`config.mk`:
```
export PLATFORM = sky130hd
export DESIGN_NAME = duff_cordic
export DESIGN_NICKNAME = d
export VERILOG_FILES = /design/src/hdl/duff_pkg.sv /design/src/hdl/duff_cordic.sv
export SDC_FILE = /design/constraint.sdc
export NUM_CORES = 1
export LEC_CHECK = 0
export BUFFER_PORTS_ARGS = -buffer_cell sky130_fd_sc_hd__buf_2
export CORE_MARGIN = 1
export CORE_UTILIZATION = 50
export CTS_BUF_LIST = sky130_fd_sc_hd__clkbuf_8
export DETAILED_ROUTE_END_ITERATION = 6
export MAX_ROUTING_LAYER = met4
export PLACE_DENSITY = 0.67
export SKIP_CTS_REPAIR_TIMING = 1
export SLEW_MARGIN = 30
export SYNTH_ARGS = -nofsm -noshare
export SYNTH_HDL_FRONTEND = slang
export SYNTH_SLANG_ARGS = --single-unit
```
`constraint.sdc`:
```
create_clock -name clk -period 10.7 [get_ports clk]
set_clock_uncertainty 0.2 [all_clocks]
set_input_delay 1.605 -clock clk [delete_from_list [all_inputs] [get_ports clk]]
set_output_delay 1.605 -clock clk [all_outputs]
set_load 0.01 [all_outputs]
```
`src/hdl/duff_pkg.sv`:
```
`timescale 1ns / 1ps
// ----------------------------------------------------------------------------
// duff_pkg
// Shared constants and types for the Duffing oscillator step unit.
// ----------------------------------------------------------------------------
package duff_pkg;

  localparam int FRAC_BITS     = 24;
  localparam int COSINE_STAGES = 20;
  localparam int CORDIC_MAX    = 30;
  localparam int STG_W         = $clog2(CORDIC_MAX + 1);

  localparam logic signed [33:0] CORDIC_GAIN = 34'sd652032874;

  // configuration register indexes
  localparam logic [2:0] REG_DAMPING_A  = 3'd0;
  localparam logic [2:0] REG_FORCING_B  = 3'd1;
  localparam logic [2:0] REG_PHASE_STEP = 3'd2;
  localparam logic [2:0] REG_TIME_STEP  = 3'd3;
  localparam logic [2:0] REG_INIT_X     = 3'd4;
  localparam logic [2:0] REG_INIT_Y     = 3'd5;
  localparam logic [2:0] REG_INIT_PHASE = 3'd6;

  // arctangent table in turns scaled by 2^32
  function automatic logic signed [33:0] atan_turns(input logic [STG_W-1:0] idx);
    logic signed [33:0] v;
    v = '0;
    case (idx)
      5'd0:  v = 34'sd536870912;
      5'd1:  v = 34'sd316933406;
      5'd2:  v = 34'sd167458907;
      5'd3:  v = 34'sd85004756;
      5'd4:  v = 34'sd42667331;
      5'd5:  v = 34'sd21354465;
      5'd6:  v = 34'sd10679838;
      5'd7:  v = 34'sd5340245;
      5'd8:  v = 34'sd2670163;
      5'd9:  v = 34'sd1335087;
      5'd10: v = 34'sd667544;
      5'd11: v = 34'sd333772;
      5'd12: v = 34'sd166886;
      5'd13: v = 34'sd83443;
      5'd14: v = 34'sd41722;
      5'd15: v = 34'sd20861;
      5'd16: v = 34'sd10430;
      5'd17: v = 34'sd5215;
      5'd18: v = 34'sd2608;
      5'd19: v = 34'sd1304;
      5'd20: v = 34'sd652;
      5'd21: v = 34'sd326;
      5'd22: v = 34'sd163;
      5'd23: v = 34'sd81;
      5'd24: v = 34'sd41;
      5'd25: v = 34'sd20;
      5'd26: v = 34'sd10;
      5'd27: v = 34'sd5;
      5'd28: v = 34'sd3;
      5'd29: v = 34'sd1;
      default: v = '0;
    endcase
    return v;
  endfunction

  // saturate a wide signed value to 32 bits
  function automatic logic signed [31:0] sat32(input logic signed [65:0] v);
    logic signed [31:0] r;
    if (v > 66'sd2147483647) r = 32'sh7fffffff;
    else if (v < -66'sd2147483648) r = 32'sh80000000;
    else r = v[31:0];
    return r;
  endfunction

  // cordic control from sequencer to rotator
  typedef struct packed {
    logic             start;
    logic [31:0]      phase;
  } cordic_req_t;

  typedef struct packed {
    logic             done;
    logic signed [31:0] cos_val;
  } cordic_rsp_t;

endpackage

```
`src/hdl/duff_cordic.sv`:
```
`timescale 1ns / 1ps
// ----------------------------------------------------------------------------
// duff_cordic
// Iterative CORDIC cosine, one rotation per cycle, result in Q8.24 style.
// ----------------------------------------------------------------------------
module duff_cordic (
  input  logic               clk,
  input  logic               rst_n,
  input  duff_pkg::cordic_req_t req,
  output duff_pkg::cordic_rsp_t rsp
);
  import duff_pkg::*;

  logic signed [33:0] cx_r, cx_nxt, cy_r, cy_nxt, z_r, z_nxt;
  logic [STG_W-1:0]   i_r, i_nxt;
  logic               busy_r, busy_nxt, neg_r, neg_nxt, done_r, done_nxt;
  logic signed [31:0] res_r, res_nxt;
  logic [31:0]        u;
  logic               neg_in;
  logic signed [33:0] tx, ty, cx_sh;

  localparam int LAST = (COSINE_STAGES < CORDIC_MAX ? COSINE_STAGES : CORDIC_MAX) - 1;

  // fold angle and rotate
  always_comb begin
    neg_in  = ((req.phase + 32'h40000000) & 32'h80000000) != 32'd0;
    u       = neg_in ? req.phase + 32'h80000000 : req.phase;
    tx      = cx_r >>> i_r;
    ty      = cy_r >>> i_r;
    cx_sh   = '0;
    cx_nxt  = cx_r;
    cy_nxt  = cy_r;
    z_nxt   = z_r;
    i_nxt   = i_r;
    busy_nxt = busy_r;
    neg_nxt = neg_r;
    done_nxt = 1'b0;
    res_nxt = res_r;
    if (req.start) begin
      cx_nxt  = CORDIC_GAIN;
      cy_nxt  = '0;
      z_nxt   = {{2{u[31]}}, u};
      i_nxt   = '0;
      neg_nxt = neg_in;
      busy_nxt = 1'b1;
    end else if (busy_r) begin
      if (!z_r[33]) begin
        cx_nxt = cx_r - ty;
        cy_nxt = cy_r + tx;
        z_nxt  = z_r - atan_turns(i_r);
      end else begin
        cx_nxt = cx_r + ty;
        cy_nxt = cy_r - tx;
        z_nxt  = z_r + atan_turns(i_r);
      end
      if (i_r == STG_W'(LAST)) begin
        busy_nxt = 1'b0;
        done_nxt = 1'b1;
        cx_sh    = cx_nxt >>> (30 - FRAC_BITS);
        res_nxt  = neg_r ? -cx_sh[31:0] : cx_sh[31:0];
      end else begin
        i_nxt = i_r + 1'b1;
      end
    end
  end

  always_ff @(posedge clk) begin
    if (!rst_n) begin
      busy_r <= 1'b0;
      done_r <= 1'b0;
    end else begin
      busy_r <= busy_nxt;
      done_r <= done_nxt;
    end
    cx_r  <= cx_nxt;
    cy_r  <= cy_nxt;
    z_r   <= z_nxt;
    i_r   <= i_nxt;
    neg_r <= neg_nxt;
    res_r <= res_nxt;
  end

  assign rsp.done    = done_r;
  assign rsp.cos_val = res_r;

endmodule

```
## Word-level counts from Yosys, hierarchy flattened

Memory sizes are Yosys's and may differ from the RTL's. A register that Yosys moved wholly into a read port is not among the register bits.
Cells that the tools add are included.

- Add/sub/neg operators: 10
- Eq/ne operators: 1
- Shift operators: 2
- Muxes and demuxes: 23
- Bitwise logic cells: 4
- Reductions and logical operators: 4

Operator list:

| kind | count |
|---|---|
| 34-bit 2-to-1 mux | 13 |
| 34-bit adder | 3 |
| 34-bit subtractor | 3 |
| 34-bit by 5-bit >>> shifter with 34-bit output | 2 |
| 32-bit 2-to-1 mux | 2 |
| 32-bit by 31-bit adder with 32-bit output (second input constant) | 1 |
| 32-bit adder (second input constant) | 1 |
| 32-bit negator | 1 |
| 5-bit 2-to-1 mux | 4 |
| 5-bit by 1-bit adder with 5-bit output (second input constant) | 1 |
| 5-bit equality test (second input constant) | 1 |
| 1-bit 2-to-1 mux | 4 |
| 1-bit NOT | 4 |
| 3-bit AND reduction | 1 |
| 3-bit OR reduction | 1 |
| 2-bit AND reduction | 1 |
| 2-bit nonzero test | 1 |

- Register bits after elaboration: 142
- Bits in read-only memories: 1,920
- Input bits: 35
- Output and inout port bits: 33
- Logic and storage cells: 54
- Memories kept: 2

Memories:

| memory | depth | width | read ports | clocked after Yosys merged registers in | write ports | line | text |
|---|---|---|---|---|---|---|---|
| (name not given) | 32 | 30 | 1 | 1 | 0 | duff_pkg.sv:28 | `case (idx)` |
| (name not given) | 32 | 30 | 1 | 1 | 0 | duff_pkg.sv:28 |  |

## Logic depth before layout (Yosys ltp)

- Depth in word-level cells: 7
- Gate-level depth with buffers: 29
- Mapped depth without buffers: 23

## Worst setup path after synthesis

Ideal clock, no wire load.

- Kind: register to register
- Start: reg i_r[0]
- End: reg res_r[29], data pin
- Library setup time: 0.274 ns
- Arrival time: 6.229 ns
- Required time: 10.226 ns
- Slack: 3.997 ns
- Stages on the path, launching flop included: 26
- Buffers on the path: 3
- Period minus slack after synthesis: 6.703 ns
- Path through: dfxtp_1 buf_6 mux4_2 mux2_2 mux4_2 a311oi_4 nand3_2 a2111oi_4 and3_1 and2_1 buf_2 a21oi_1 xor2_1 ha_1 clkbuf_1 a21o_1 a21o_1 or3_1 o21a_1 o211a_1 or3_1 a211oi_1 nand4_1 or4_1 o31ai_2 o21ai_0

- Word-level cells in the longest chain between the ends: 7
- Elaborated cells between the ends (all ways): 8
- Those cells by class: 3 x add/sub; 1 x shift; 4 x mux

RTL lines:

| element | line | text |
|---|---|---|
| start: declaration | duff_cordic.sv:15 | `logic [STG_W-1:0] i_r, i_nxt;` |
| start signal: assignment | duff_cordic.sv:78 | `i_r <= i_nxt;` |
| 34-bit by 5-bit >>> shifter with 34-bit output (*) | duff_cordic.sv:29 | `ty = cy_r >>> i_r;` |
| 34-bit subtractor / 34-bit adder (equally long branches) | duff_cordic.sv:48, duff_cordic.sv:52 |  |
| 34-bit 2-to-1 mux (*) | duff_cordic.sv:47 | `if (!z_r[33]) begin` |
| 34-bit 2-to-1 mux (*) | duff_cordic.sv:46 | `end else if (busy_r) begin` |
| 34-bit 2-to-1 mux (*) | duff_cordic.sv:39 | `if (req.start) begin` |
| 32-bit negator | duff_cordic.sv:60 | `res_nxt = neg_r ? -cx_sh[31:0] : cx_sh[31:0];` |
| 32-bit 2-to-1 mux (*) | duff_cordic.sv:60 |  |
| end signal: assignment | duff_cordic.sv:80 | `res_r <= res_nxt;` |
| end: declaration | duff_cordic.sv:17 | `logic signed [31:0] res_r, res_nxt;` |

Every way passes the cells marked *; elsewhere a longest branch is shown, timed or not. The select of a mux whose other input is x is not followed.
A chain may end at the register's enable or synchronous reset.

## Final worst setup path

- Start: reg i_r[0]
- End: reg res_r[31], data pin

The elaborated chain is that of the path after synthesis.

==> qor.yml <==
sta:
  tightest_slew_ns: 0.973
  hold_ws_ns: 0.331
  period_share_pct: 74.7
  tns_ns: 0
  slew_violations: 0
  maxSlewHeadroom_pct: 33.4
  max_clock_freq_mhz: 125
  setup_viol: 0
  min_period_ns: 7.99
  rsz0062_at_grt: "false"
  hold_viol: 0
floorplanning:
  ioPinCount: 68
  die_h_um: 195
  core_um2: 36700
  die_x_um: 195
  start_util_pct: 50.9
  rows: 70
  die_area_um2: 38100
drt:
  dr_wl_met2_mm: 27.5
  drtPass1Iterations: 5
  vias: 17249
  wl_met1_mm: 25.1
  wire_per_inst_um: 22.0
  drt_iter0_markers: 1520
  postRouteAntennaNets: 0
  dr_wl_met3_mm: 3.96
  wl_mm: 58.1
  drc: 0
  vias_per_cell: 6.54
  top_layer_used: "met4"
clock_tree:
  max-clock-path-buffers: 2
  clock_latency_ns: 0.56
  ctsRootBufferMaster: "clkbuf_8"
  clk_pin_slew_ns: 0.11
  cts_tree: "built"
  cts_buffers: 17
  htreeDepth: 4
  cts_sinks: 172
logic_synthesis:
  synth_area_leaders: "dfxtp_1 (11%), edfxtp_1 (11%), mux4_2 (9.6%)"
  synth_cells: 2179
  synth-edff-count: 67
  ys.flop_type: "dfxtp_1"
  syn_nets: 2328
  netlist.area_leader.share_pct: 11.3
  yosysUniqueCellTypes: 96
  async_flop_share_pct: 0
  synth_area_per_cell_um2: 8.57
  synthesis.area_um2: 18700
  yosys.area.top_type: "dfxtp_1"
  synth-seq-area-share_pct: 22.0
  ys_seq_elements: 172
  yosysWarnings: 0
global_route:
  antenna_found_initial: 1
  grt_overflow: 0
  grt_pass1_vias: 16347
  track_usage_pct: 31.5
  grt_max_degree: 78
  grt_pass1_wl_mm: 91.4
placed_design:
  port_buffers: 67
  hpwl_mm: 43.8
  gp_congestion: 0.972
critical_path:
  critPathKind: "reg2reg"
  critPathTopFamily: "compound AO/OA/AOI/OAI gates"
  critical_path.slowest_cell: "dfxtp_4"
  cp_max_fo: 55
  crit_path_start_kind: "flop"
  critical_path_arrival_ns: 8.09
  critPathCaptureType: "flop"
  crit_buf_inv: 1
  worst_path_largest_cell_delay_ns: 0.95
  path_cells: "buf_4, mux4_2, and2_1, a211o_1, a311oi_4, nand3_2, a2111oi_4, and3_1, and2_1, a21oi_1, xor2_1, ha_1, a21o_1, a21o_1, or3_1, o21a_1, o211a_1, or3_1, a211oi_1, nand4_1, or4_1, o31ai_2, o21ai_0"
  cp.required_ns: 10.79
finish:
  drive_above_1_share_pct: 12.8
  syn_to_final_growth_pct: 4.78
  final_common_cell: "nor2_1"
  final_cell_mix: "nor2_1 (224), a21oi_1 (182), nand2_1 (174), xnor2_1 (111), ha_1 (111)"
  post-route-util_pct: 53.3
  fin_nets: 2306
  fill_cells: 3472
power_and_ir_drop:
  power_density_nw_per_um2: 392
  p_leak_uw: 0.00791
  ir_drop_v: 0.000172
min_path:
  hp-class: "reg2reg"
run:
  drv_cap: 0
outcome:
  status: "finished, final reports clean"
[path summary, 6_finish.rpt]
check / slack, ns / start / end / cells past startpoint
worst max-delay path: 2.71 / i_r[0]$_SDFFE_PP0P_ / res_r[31]$_DFFE_PP_ / 23
worst min-delay path: 0.33 / cy_r[2]$_SDFFE_PP0P_ / cy_r[2]$_SDFFE_PP0P_ / 2
worst max register to register: 2.71 / i_r[0]$_SDFFE_PP0P_ / res_r[31]$_DFFE_PP_ / 23
worst min register to register: 0.33 / cy_r[2]$_SDFFE_PP0P_ / cy_r[2]$_SDFFE_PP0P_ / 2
[power by group]
group	total, uW	leakage (uW)	switching (uW)	internal [uW]
sequential	1310	0.00151	307	1000
clock	476	0.000197	303	173
combinational	5890	0.00620	3410	2480
[metal layers]
metal,vias to the layer above,global-route usage (%)
met1,8333,40.7
met2,680,50.5
met5,-,-
met4,0,10.1
li1,8137,-
met3,99,4.73
[cell type report]
type | count | area, um^2 | area share, %
sequential | 172 | 4130 | 21.1
clock inverter | 15 | 154 | 0.786
clock buffer | 17 | 234 | 1.20
timing repair buffer | 88 | 495 | 2.53
multi-input combinational | 1826 | 13800 | 70.4
antenna | 1 | 2.50 | 0.0128
tap | 468 | 586 | 2.99
inverter | 52 | 195 | 0.997
[metrics by stage]
| stage | setup slack [ns] | area, um^2 | cells | power [uW] |
|---|---|---|---|---|
| final | 2.71 | 19600 | 2639 | 7680 |
| after global placement | 2.85 | 19200 | 2606 | 7030 |
| after CTS | 2.68 | 19600 | 2638 | 7630 |
| after floorplan | 4.00 | 18700 | 2179 | 5820 |
| after global routing | 2.16 | 19600 | 2639 | 8370 |
| after detailed placement | 2.71 | 19200 | 2606 | 7120 |
[Yosys cell counts, types with 31 or more instances]
cell	number
a31oi_1	41
mux2_2	36
ha_1	111
xor2_1	95
mux2i_1	96
a21o_1	54
o21ai_0	110
dfxtp_1	105
edfxtp_1	67
nand2_1	174
nor2_1	226
inv_1	50
xnor2_1	111
a21oi_1	182
clkbuf_1	82
mux4_2	80
nor3_1	31
a211oi_1	34
[cell families (layout without fill, tap and decap cells)]
logic type | Yosys count | after routing | synth area share [%]
AO/OA/AOI/OAI | 654 | 654 | 23.1
XOR/XNOR | 207 | 207 | 9.74
flip-flops | 172 | 172 | 22.0
buffers and inverters | 181 | 172 | 4.31
adder cells (fa/ha/maj) | 114 | 114 | 7.75
other | 0 | 1 | 0
multiplexers | 212 | 212 | 17.0
AND/OR/NAND/NOR | 639 | 639 | 16.1
[worst min-delay path: stages (launching register included)]
cell and delay, ns:
dfxtp_1 0.35, nor2_1 0.09, a211oi_1 0.05
(Power assumes the default switching activity.)
